===== src/design/fxg3_pkg.sv =====
// Package for the Group 3 fax run-length decoder.
// Holds result kind codes, register indexes and the Modified Huffman table lookup;
// no dependencies.
package fxg3_pkg;

  localparam logic [2:0] KIND_WHITE = 3'd0;
  localparam logic [2:0] KIND_BLACK = 3'd1;
  localparam logic [2:0] KIND_EOL   = 3'd2;
  localparam logic [2:0] KIND_EOD   = 3'd3;
  localparam logic [2:0] KIND_ERROR = 3'd4;

  // Register indexes of the configuration port.
  localparam logic [1:0] REG_MSB_FIRST = 2'd0;
  localparam logic [1:0] REG_WIDTH     = 2'd1;
  localparam logic [1:0] REG_EMPTY_LIM = 2'd2;

  localparam logic [1:0] CLS_NONE   = 2'd0;
  localparam logic [1:0] CLS_TERM   = 2'd1;
  localparam logic [1:0] CLS_MAKEUP = 2'd2;

  typedef struct packed {
    logic [1:0]  cls;
    logic [12:0] val;
  } match_t;

  typedef logic [15:0] tab64_t [64];
  typedef logic [15:0] tab27_t [27];
  typedef logic [15:0] tab13_t [13];

  // Entries hold {length[3:0], code[11:0]}; codes never exceed 12 bits wide except
  // 13-bit black makeups, whose top bit is zero, so 12 code bits suffice.
  localparam tab64_t WT = '{
    16'h8035,16'h6007,16'h4007,16'h4008,16'h400b,16'h400c,16'h400e,16'h400f,
    16'h5013,16'h5014,16'h5007,16'h5008,16'h6008,16'h6003,16'h6034,16'h6035,
    16'h602a,16'h602b,16'h7027,16'h700c,16'h7008,16'h7017,16'h7003,16'h7004,
    16'h7028,16'h702b,16'h7013,16'h7024,16'h7018,16'h8002,16'h8003,16'h801a,
    16'h801b,16'h8012,16'h8013,16'h8014,16'h8015,16'h8016,16'h8017,16'h8028,
    16'h8029,16'h802a,16'h802b,16'h802c,16'h802d,16'h8004,16'h8005,16'h800a,
    16'h800b,16'h8052,16'h8053,16'h8054,16'h8055,16'h8024,16'h8025,16'h8058,
    16'h8059,16'h805a,16'h805b,16'h804a,16'h804b,16'h8032,16'h8033,16'h8034};
  localparam tab64_t BT = '{
    16'ha037,16'h3002,16'h2003,16'h2002,16'h3003,16'h4003,16'h4002,16'h5003,
    16'h6005,16'h6004,16'h7004,16'h7005,16'h7007,16'h8004,16'h8007,16'h9018,
    16'ha017,16'ha018,16'ha008,16'hb067,16'hb068,16'hb06c,16'hb037,16'hb028,
    16'hb017,16'hb018,16'hc0ca,16'hc0cb,16'hc0cc,16'hc0cd,16'hc068,16'hc069,
    16'hc06a,16'hc06b,16'hc0d2,16'hc0d3,16'hc0d4,16'hc0d5,16'hc0d6,16'hc0d7,
    16'hc06c,16'hc06d,16'hc0da,16'hc0db,16'hc054,16'hc055,16'hc056,16'hc057,
    16'hc064,16'hc065,16'hc052,16'hc053,16'hc024,16'hc037,16'hc038,16'hc027,
    16'hc028,16'hc058,16'hc059,16'hc02b,16'hc02c,16'hc05a,16'hc066,16'hc067};
  localparam tab27_t WM = '{
    16'h501b,16'h5012,16'h6017,16'h7037,16'h8036,16'h8037,16'h8064,16'h8065,
    16'h8068,16'h8067,16'h90cc,16'h90cd,16'h90d2,16'h90d3,16'h90d4,16'h90d5,
    16'h90d6,16'h90d7,16'h90d8,16'h90d9,16'h90da,16'h90db,16'h9098,16'h9099,
    16'h909a,16'h6018,16'h909b};
  localparam tab27_t BM = '{
    16'ha00f,16'hc0c8,16'hc0c9,16'hc05b,16'hc033,16'hc034,16'hc035,16'hd06c,
    16'hd06d,16'hd04a,16'hd04b,16'hd04c,16'hd04d,16'hd072,16'hd073,16'hd074,
    16'hd075,16'hd076,16'hd077,16'hd052,16'hd053,16'hd054,16'hd055,16'hd05a,
    16'hd05b,16'hd064,16'hd065};
  localparam tab13_t EX = '{
    16'hb008,16'hb00c,16'hb00d,16'hc012,16'hc013,16'hc014,16'hc015,16'hc016,
    16'hc017,16'hc01c,16'hc01d,16'hc01e,16'hc01f};

  // Matches one codeword of the given length against the tables of one color and the shared extended makeups.
  function automatic match_t classify(input logic black, input logic [3:0] len,
                                      input logic [12:0] code);
    match_t m;
    logic [15:0] key;
    m = '{cls: CLS_NONE, val: '0};
    key = {len, code[11:0]};
    if (code[12] == 1'b0) begin
      for (int i = 63; i >= 0; i--) begin
        if ((black ? BT[i] : WT[i]) == key) begin
          m = '{cls: CLS_TERM, val: 13'(i)};
        end
      end
      if (m.cls == CLS_NONE) begin
        for (int i = 26; i >= 0; i--) begin
          if ((black ? BM[i] : WM[i]) == key) begin
            m = '{cls: CLS_MAKEUP, val: 13'((i + 1) * 64)};
          end
        end
      end
      if (m.cls == CLS_NONE) begin
        for (int i = 12; i >= 0; i--) begin
          if (EX[i] == key) begin
            m = '{cls: CLS_MAKEUP, val: 13'(1792 + 64 * i)};
          end
        end
      end
    end
    return m;
  endfunction

endpackage


===== src/design/fax_g3_run_length_decoder.sv =====
// Top level of the Group 3 fax run-length decoder: bit-serial codeword matcher.
// Depends on fxg3_pkg for kind codes, register indexes and the Modified Huffman tables.
//
// Each accepted byte beat is loaded into a shift register and decoded one bit
// per clock, unless a result waits on a full output register; the next byte
// is accepted only once every bit of the current one is decoded. A result is
// held back so that its last flag is known: it moves to the output register
// when the next result of the same byte appears, or when the byte ends, and
// that final move shares its edge with the acceptance of the next byte. A bit
// that produces a result while another is held waits as long as the output
// register is still full, so every consumer stall there delays the byte.
// Every bit depends on the codeword, color and column state left by the
// previous bit, which is what sets the one-bit-per-cycle pace. Results come
// out in bit order, with last set on the final result of a byte; a byte that
// yields nothing produces no beat. After the document ends every later byte
// is accepted and dropped.
module fax_g3_run_length_decoder #(
  parameter int COLUMN_BITS = 12
) (
  input  logic        clk,
  input  logic        rst,
  input  logic        in_valid,
  output logic        in_ready,
  input  logic [7:0]  data_byte,
  output logic        out_valid,
  input  logic        out_ready,
  output logic [2:0]  kind,
  output logic [11:0] run_start,
  output logic [11:0] run_length,
  output logic        last,
  input  logic        cfg_we,
  input  logic [1:0]  cfg_index,
  input  logic [11:0] cfg_data
);
  import fxg3_pkg::*;

  localparam logic [12:0] COL_MAX = 13'((1 << COLUMN_BITS) - 1);

  logic        msb_first;
  logic [11:0] width_limit;
  logic [2:0]  empty_line_limit;

  logic [7:0]  shift;
  logic [3:0]  bits_left;
  logic [12:0] code_bits;
  logic [3:0]  code_length;
  logic [3:0]  zero_run;
  logic        line_color_black;
  logic [12:0] pending_count;
  logic [12:0] column;
  logic [2:0]  empty_line_count;
  logic        document_ended;
  logic        resyncing;

  // The result held back until it is known whether another one follows.
  logic        have_result;
  logic [2:0]  hold_kind;
  logic [11:0] hold_start;
  logic [11:0] hold_length;

  // Handshake and sequencing terms.
  logic        out_free, byte_done, flush, step;

  // Per-bit decode, all in combinational form, taken by the registers below.
  logic        b, eol, emit;
  logic [3:0]  zr_n, cl_n;
  logic [12:0] cb_shift;
  logic [12:0] lim, room, tot;
  logic [13:0] sum;
  logic [2:0]  k_n;
  logic [11:0] rs_n, rl_n;
  logic [2:0]  elc_inc;
  match_t      m;

  // The output register can take a new beat when empty or when it is being read.
  assign out_free  = !out_valid || out_ready;
  assign byte_done = (bits_left == 4'd0) || document_ended;
  assign flush     = byte_done && have_result && out_free;
  assign step      = (bits_left != 4'd0) && !document_ended &&
                     !(emit && have_result && !out_free);
  assign in_ready  = (bits_left == 4'd0) && (!have_result || out_free);
  assign b = msb_first ? shift[7] : shift[0];

  always_comb begin
    eol      = (zero_run >= 4'd11) && b;
    zr_n     = b ? 4'd0 : ((zero_run < 4'd15) ? zero_run + 4'd1 : 4'd15);
    cl_n     = (code_length < 4'd15) ? code_length + 4'd1 : 4'd15;
    cb_shift = {code_bits[11:0], b};
    m        = classify(line_color_black, cl_n, cb_shift);
    lim      = ({1'b0, width_limit} > COL_MAX) ? COL_MAX : {1'b0, width_limit};
    room     = lim - column;
    sum      = {1'b0, pending_count} + {1'b0, m.val};
    tot      = (sum > {1'b0, room}) ? room : sum[12:0];
    elc_inc  = (empty_line_count < 3'd7) ? empty_line_count + 3'd1 : 3'd7;
    emit     = 1'b0;
    k_n      = KIND_ERROR;
    rs_n     = '0;
    rl_n     = '0;
    if (!resyncing) begin
      if (eol) begin
        emit = 1'b1;
        if (column == '0) begin
          k_n = (elc_inc >= empty_line_limit) ? KIND_EOD : KIND_EOL;
        end else begin
          k_n  = KIND_EOL;
          rl_n = column[11:0];
        end
      end else if (cb_shift != '0) begin
        if (cl_n > 4'd13) begin
          emit = 1'b1;
        end else if (m.cls == CLS_TERM) begin
          if (column >= lim) begin
            emit = 1'b1;
          end else if (tot != '0) begin
            emit = 1'b1;
            k_n  = line_color_black ? KIND_BLACK : KIND_WHITE;
            rs_n = column[11:0];
            rl_n = tot[11:0];
          end
        end
      end
    end
  end

  always_ff @(posedge clk) begin
    if (rst) begin
      msb_first        <= 1'b1;
      width_limit      <= 12'd2550;
      empty_line_limit <= 3'd5;
      bits_left        <= '0;
      code_bits        <= '0;
      code_length      <= '0;
      zero_run         <= '0;
      line_color_black <= 1'b0;
      pending_count    <= '0;
      column           <= '0;
      empty_line_count <= '0;
      document_ended   <= 1'b0;
      resyncing        <= 1'b0;
      have_result      <= 1'b0;
      out_valid        <= 1'b0;
    end else begin
      if (cfg_we) begin
        unique case (cfg_index)
          REG_MSB_FIRST: msb_first <= cfg_data[0];
          REG_WIDTH:     width_limit <= cfg_data;
          REG_EMPTY_LIM: empty_line_limit <= cfg_data[2:0];
          default: ;
        endcase
      end

      // The held result goes out at the end of its byte with last set, or
      // earlier without last when the next result of the byte replaces it.
      if (flush || (step && emit && have_result)) begin
        out_valid  <= 1'b1;
        kind       <= hold_kind;
        run_start  <= hold_start;
        run_length <= hold_length;
        last       <= flush;
      end else if (out_ready) begin
        out_valid <= 1'b0;
      end

      if (step && emit) begin
        have_result <= 1'b1;
        hold_kind   <= k_n;
        hold_start  <= rs_n;
        hold_length <= rl_n;
      end else if (flush) begin
        have_result <= 1'b0;
      end

      if (in_valid && in_ready) begin
        shift     <= data_byte;
        bits_left <= document_ended ? 4'd0 : 4'd8;
      end else if (step) begin
        shift     <= msb_first ? {shift[6:0], 1'b0} : {1'b0, shift[7:1]};
        bits_left <= bits_left - 4'd1;
      end else if (document_ended) begin
        bits_left <= 4'd0;
      end

      if (step) begin
        zero_run <= zr_n;
        if (resyncing) begin
          if (eol) begin
            resyncing <= 1'b0;
            code_bits <= '0; code_length <= '0; line_color_black <= 1'b0;
            pending_count <= '0; column <= '0;
          end
        end else if (eol) begin
          code_bits <= '0; code_length <= '0; line_color_black <= 1'b0;
          pending_count <= '0; column <= '0;
          if (column == '0) begin
            empty_line_count <= elc_inc;
            if (elc_inc >= empty_line_limit) document_ended <= 1'b1;
          end else begin
            empty_line_count <= '0;
          end
        end else if (cb_shift == '0) begin
          code_length <= cl_n;
          code_bits   <= cb_shift;
        end else if (cl_n > 4'd13) begin
          code_length <= cl_n;
          code_bits   <= cb_shift;
          resyncing   <= 1'b1;
        end else if (m.cls == CLS_MAKEUP) begin
          code_bits <= '0; code_length <= '0;
          pending_count <= sum[13] ? 13'h1fff : sum[12:0];
        end else if (m.cls == CLS_TERM) begin
          code_bits <= '0; code_length <= '0;
          if (column >= lim) begin
            resyncing <= 1'b1;
          end else begin
            pending_count    <= '0;
            line_color_black <= !line_color_black;
            column           <= column + tot;
          end
        end else begin
          code_length <= cl_n;
          code_bits   <= cb_shift;
        end
      end
    end
  end

endmodule

===== config.mk =====
export PLATFORM = sky130hd
export DESIGN_NAME = fax_g3_run_length_decoder
export DESIGN_NICKNAME = d
export VERILOG_FILES = /design/src/design/fxg3_pkg.sv /design/src/design/fax_g3_run_length_decoder.sv
export SDC_FILE = /design/constraint.sdc
export NUM_CORES = 1
export LEC_CHECK = 0
export BUFFER_PORTS_ARGS = -buffer_cell sky130_fd_sc_hd__buf_2
export CAP_MARGIN = 20
export CORE_ASPECT_RATIO = 1.1
export CORE_MARGIN = 1.5
export CORE_UTILIZATION = 58
export CTS_BUF_LIST = sky130_fd_sc_hd__clkbuf_4 sky130_fd_sc_hd__clkbuf_8
export DETAILED_ROUTE_END_ITERATION = 7
export GPL_TIMING_DRIVEN = 0
export MAX_ROUTING_LAYER = met4
export PLACE_DENSITY = 0.76
export SYNTH_ARGS = -nofsm -noshare
export SYNTH_HDL_FRONTEND = slang
export SYNTH_SLANG_ARGS = --single-unit

===== constraint.sdc =====
create_clock -name clk -period 16.6 [get_ports clk]
set_clock_uncertainty 0.15 [all_clocks]
set_input_delay 1.66 -clock clk [delete_from_list [all_inputs] [get_ports clk]]
set_output_delay 1.66 -clock clk [all_outputs]
set_load 0.05 [all_outputs]

==> summary.md, run 1 <==
| Metric | Value |
|---|---|
| Initial antenna violation count | 0 |
| F_max | between 80 and 90 MHz |
| Placed inst area | ~12000 µm² |
| GRT Util Overall | approximately 48% |
| Final instance area | around 13000 µm² |
| Die Wd | 137.5 µm |
| Synth Warn # | 0 |
| Clock slew at reported path FFs | approximately 0.10 ns |
| Final WS setup | approximately 4.3 ns |
| Synth top area share | 16.39% |
| EDFF count, synth | 63 |
| Post-CTS Setup Inserts | 0 |
| CTS resizes | 0 |
| Largest stage delay, worst path | 0.86 ns |
| Final Cycle Share | between 70% and 80% |
| Core box area | ~19000 µm² |
| Ant diodes | 0 |
| Skew-Pair Late Insertion Delay | around 0.48 ns |
| RSZ-0062 raised after global routing | no |
| Slew HR | 25.91% |
| Synth-to-layout area growth | 8.898% |
| Bufs on Longest Clock Path | 2 |
| First-pass GRT wire length | just over 70000 µm |
| Min cycle time layout | between 10 and 15 ns |
| Num rows | between 50 and 60 |
| DR WL/cell | around 27 µm |
| Syn Nets | ~1500 |
| Status | finished clean |
| Post-Route Setup TNS | 0 ns |
| Commonest non-fill, non-tap cell in the layout | nand2_1 |
| Hold path depth | 0 |
| Placer Congestion | 1.100 |
| Initial Util | 59.83% |
| Syn Area/Cell | roughly 8.1 µm² |
| Clock buffer count from CTS | 17 |
| Synth Flop Type | dfxtp_1 |
| Seq/Total Area, Yosys | between 20% and 30% |
| Post-synthesis register bit count | 137 |
| CP dominant cell by count | a21oi_1 |
| Req. time, crit path | between 15 and 20 ns |
| Worst path slowest cell | o41ai_1 |
| Fill count | 1472 |
| Crit end category | flip-flop |
| DR pass1 iterations | 6 |
| Clk sinks | about 140 |
| ANT nets after route | 0 |
| Hold_buf cts | 0 |
| Leading area contributor after synthesis | edfxtp_1 |
| Overall routed net length | around 48000 µm |
| Area of the multi-input gates | ~7600 µm² |
| Crit path max fanout | 10 |
| Critical path type | flip-flop to flip-flop |
| Worst min-delay path class | flip-flop to flip-flop |
| PwrDens | 94.96 nW/µm² |
| Grt total ovfl | 0 |
| Clk root buf | clkbuf_8 |
| Vias in the first global route | about 12000 |
| DP HPWL | approximately 36000 µm |
| Peak VDD IR | between 0.09 and 0.1 mV |
| Pre-CTS setup slack | approximately 5 ns |
| Layout cell share with drive strength beyond 1 | between 10% and 20% |
| Synth top area cells | edfxtp_1 16%, dfxtp_1 13%, nand2_1 6.1% |
| Synthesized cell area | ~12000 µm² |
| Hold Violations, Final | 0 |
| Commonest non-fill, non-tap cells in the layout | 188 x nand2_1, 106 x nor2_1, 96 x a21oi_1 |
| Largest net degree at the start of global routing | 21 |
| Ports | 57 |
| Crit path launch type | flip-flop |
| Layout Nets | approximately 1600 |
| Final Setup Violations | 0 |
| Max cap viols | 0 |
| Async SR Flop Fraction | 0% |
| Cells after Synth | ~1400 |
| Initial DRC count | 1903 |
| CTS H-tree lvls | 4 |
| Register area | ~3400 µm² |
| Reg2Reg Setup Slack | between 4 and 5 ns |
| CTS tree | yes |
| DIE AREA | slightly above 20000 µm² |
| Slew Viols, Final | 0 |
| Post-synth cell types | ~110 |
| Post-layout util | 65.15% |
| Die H | about 150 µm |
| I/O Buffers | 55 |
| Crit path DAT | roughly 13 ns |
| R2R depth | 47 |
| Vias | approximately 13000 |
| DRC | 0 |
| LEAKAGE | roughly 4.8 nW |
| DR vias/cell | 7.285 |
| Slew @ Worst Pin | around 1.1 ns |
logic make-up after synthesis:
kind of cell | synth area share [%]
AOI/OAI and AO/OA | 24.07
adders and majority gates | 6.589
xor gates and xnor gates | 3.338
DFF | 29.22
muxes | 4.032
buffers and inverters | 5.235
and+or+nand+nor | 27.52
cells in the mapped netlist, types with 21 or more instances:
library cell,number
a21oi_1,96
a22o_1,25
buf_2,27
clkbuf_1,39
dfxtp_1,74
edfxtp_1,63
ha_1,56
inv_1,46
mux2i_1,38
nand2_1,188
nand2b_1,25
nand3_1,49
nor2_1,106
nor2b_1,23
nor3_1,45
o211ai_1,21
o21ai_0,68
xnor2_1,27
final timing paths:
check / start / end
max: code_bits[1] / column[12]
max reg2reg: code_bits[1] / column[12]
min: hold_length[11] / run_length[11]
min reg2reg: hold_length[11] / run_length[11]
layer usage:
layer | global-route usage, % | up-vias | share of wire (%)
li1 | - | 5474 | -
met1 | 58.44 | 5958 | 37
met2 | 71.98 | 1099 | 44
met3 | 11.38 | 268 | 13
met4 | 25.58 | 0 | 6.1
met5 | - | - | 0
power breakdown:
group / switching [mW] / internal, mW
Combinational: 0.378 / 0.136
Clock: 0.158 / 0.128
Sequential: 0.0172 / 0.376
Total: 0.554 / 0.640
registers in the layout, summed over array words and instances (netlist names), 3 cells and up:
name,flops
bits_left,4
zero_run,4
run_start,12
run_length,12
pending_count,13
empty_line_limit,3
empty_line_count,3
kind,3
column,13
hold_start,12
hold_kind,3
width_limit,12
shift,8
code_bits,12
code_length,4
hold_length,12
through the flow:
stage,power (mW),instances,hold WS (ns)
CTS,1.157,1757,0.2705
finish,1.194,1757,0.2682
detailed placement,0.8769,1725,0.2545
global placement,0.8720,1723,0.2514
floorplan,0.7102,1421,0.2503
global route,1.216,1757,0.2824
final cells by class:
type	count	share of cell area, %
well taps	247	2.458
inverters	50	1.493
flip-flops and latches	137	26.83
clock inverters	13	1.055
clock buffers	19	2.030
repair buffers	57	2.428
multi-input cells	1152	60.39
plain buffers	82	3.314
critical path: cells and delay by family, from the launching register on:
family,cells,cell delay (ns)
buf+inv,4,1.00
flops,1,0.36
fa+ha+maj,5,1.65
simple gates,14,2.68
xor+xnor,3,1.34
compound gates,21,5.04
Power figures use the tool's default switching activity.
==> run 2: changes to the inputs <==
clock period = 11.65 ns   (was 16.6 ns; I/O delays follow)
==> summary.md, run 2 (synthesis results as in run 1) <==
| Metric | Value |
|---|---|
| Status | finished clean |
| Top delay family on crit path | compound AO/OA/AOI/OAI gates |
| Final instance area | around 13000 µm² |
| Max cap viols | 0 |
| Initial antenna violation count | 0 |
| Grt total ovfl | 0 |
| DP HPWL | between 30000 and 40000 µm |
| Bufs on Longest Clock Path | 2 |
| CTS H-tree lvls | 4 |
| Final Setup Violations | 0 |
| Layout cell share with drive strength beyond 1 | 12.66% |
| Core box area | approximately 19000 µm² |
| Power Total | 1.702 mW |
| PwrDens | ~130 nW/µm² |
| Placed inst area | between 10000 and 15000 µm² |
| DR vias/cell | about 7.4 |
| Ports | 57 |
| Min cycle time layout | 11.49 ns |
| Vias in the first global route | 12300 |
| Initial DRC count | about 1900 |
| Slew HR | ~16% |
| Die H | 151.0 µm |
| Worst path slowest cell | buf_1 |
| Skew-Pair Late Insertion Delay | 0.48 ns |
| Initial Util | between 50 and 60% |
| Post-layout util | about 65% |
| LEAKAGE | 4.823 nW |
| Req. time, crit path | 11.88 ns |
| Overall routed net length | around 48000 µm |
| RSZ-0062 raised after global routing | no |
| Crit path max fanout | 10 |
| Critical path buffer and inverter count | 3 |
| Placer Congestion | ~1.1 |
| I/O Buffers | 55 |
| F_max | slightly below 90 MHz |
| DRC | 0 |
| DIE AREA | ~21000 µm² |
| Clk sinks | between 100 and 150 |
| Crit end category | flip-flop |
| Hold Slack | between 0.2 and 0.3 ns |
| Vias | 12920 |
| Largest stage delay, worst path | 0.62 ns |
| Post-Route Setup TNS | 0 ns |
| CTS tree | yes |
| Slew Viols, Final | 0 |
| DR pass1 iterations | 6 |
| Synth-to-layout area growth | 9.440% |
| Clock slew at reported path FFs | roughly 0.1 ns |
| Critical path type | flip-flop to flip-flop |
| Ant diodes | 0 |
| Post-CTS Setup Inserts | 0 |
| DR WL/cell | 27.09 µm |
| ANT nets after route | 0 |
| Slew @ Worst Pin | approximately 1.3 ns |
| Biggest registers after layout | column (13), pending_count (13) |
| Worst min-delay path class | flip-flop to flip-flop |
| Crit path launch type | flip-flop |
| Commonest non-fill, non-tap cells in the layout | 188 x nand2_1, 106 x nor2_1, 96 x a21oi_1 |
| Clk root buf | clkbuf_8 |
| Final Cycle Share | a little over nine tenths |
| Crit path DAT | between 10 and 15 ns |
| Peak VDD IR | around 0.14 mV |
| GRT Util Overall | around 48% |
| Num rows | 53 |
| Hold Violations, Final | 0 |
| Largest net degree at the start of global routing | 21 |
| First-pass GRT wire length | slightly above 70000 µm |
| Clock buffer count from CTS | 17 |
| Die Wd | 137.5 µm |
| Commonest non-fill, non-tap cell in the layout | nand2_1 |
| Layout Nets | between 1500 and 2000 |
[run 2: per-stage QoR]
step           std cells  worst slack, ns
3_3_place_gp        1723          -0.9937
6_report            1756           0.1628
5_1_grt             1756          0.01367
4_1_cts             1757           0.2853
3_5_place_dp        1725          0.05765
2_1_floorplan       1421            2.308
[run 2: worst paths after layout]
| path | startpoint | end | slack, ns | cells past startpoint |
|---|---|---|---|---|
| setup reg to reg | code_bits[2] | column[12] | 0.16 | 45 |
| hold reg to reg | hold_length[11] | run_length[11] | 0.27 | 0 |
| setup / recovery | code_bits[2] | column[12] | 0.16 | 45 |
| hold / removal | hold_length[11] | run_length[11] | 0.27 | 0 |
[run 2: what timing repair did]
action / 4_1_cts / 5_1_grt
hold buffers: 0 / 0
resized for setup: 1 / 11
setup endpoints to repair: 1 / 3
[run 2: worst reg2reg max path, delay by kind of cell, from the launching register on]
family / cells / cell delay [ns]
AO/OA/AOI/OAI: 21 / 4.78
XOR/XNOR: 3 / 0.87
adder cells (fa/ha/maj): 5 / 1.63
buffers and inverters: 3 / 0.99
flip-flops: 1 / 0.50
AND/OR/NAND/NOR: 13 / 2.47
[run 2: routing by layer]
metal | part of all wire (%) | global-route usage [%]
met1 | 37 | 58.28
met2 | 44 | 72.00
met3 | 13 | 11.91
met4 | 6.1 | 25.37
met5 | 0 | -
[run 2: layout make-up]
type / count / area (µm²)
Multi-Input combinational cell: 1152 / 7656
Fill cell: 1457 / 6663
Sequential cell: 137 / 3373
Buffer: 81 / 415.4
Tap cell: 247 / 309.0
Timing Repair Buffer: 57 / 305.3
Clock buffer: 19 / 255.2
Inverter: 50 / 187.7
Clock inverter: 13 / 132.6
[run 2: power breakdown]
group | internal [mW] | total (mW) | switching (mW)
sequential | 0.536 | 0.560 | 0.0245
clock | 0.182 | 0.410 | 0.228
combinational | 0.195 | 0.732 | 0.537
total | 0.913 | 1.70 | 0.790
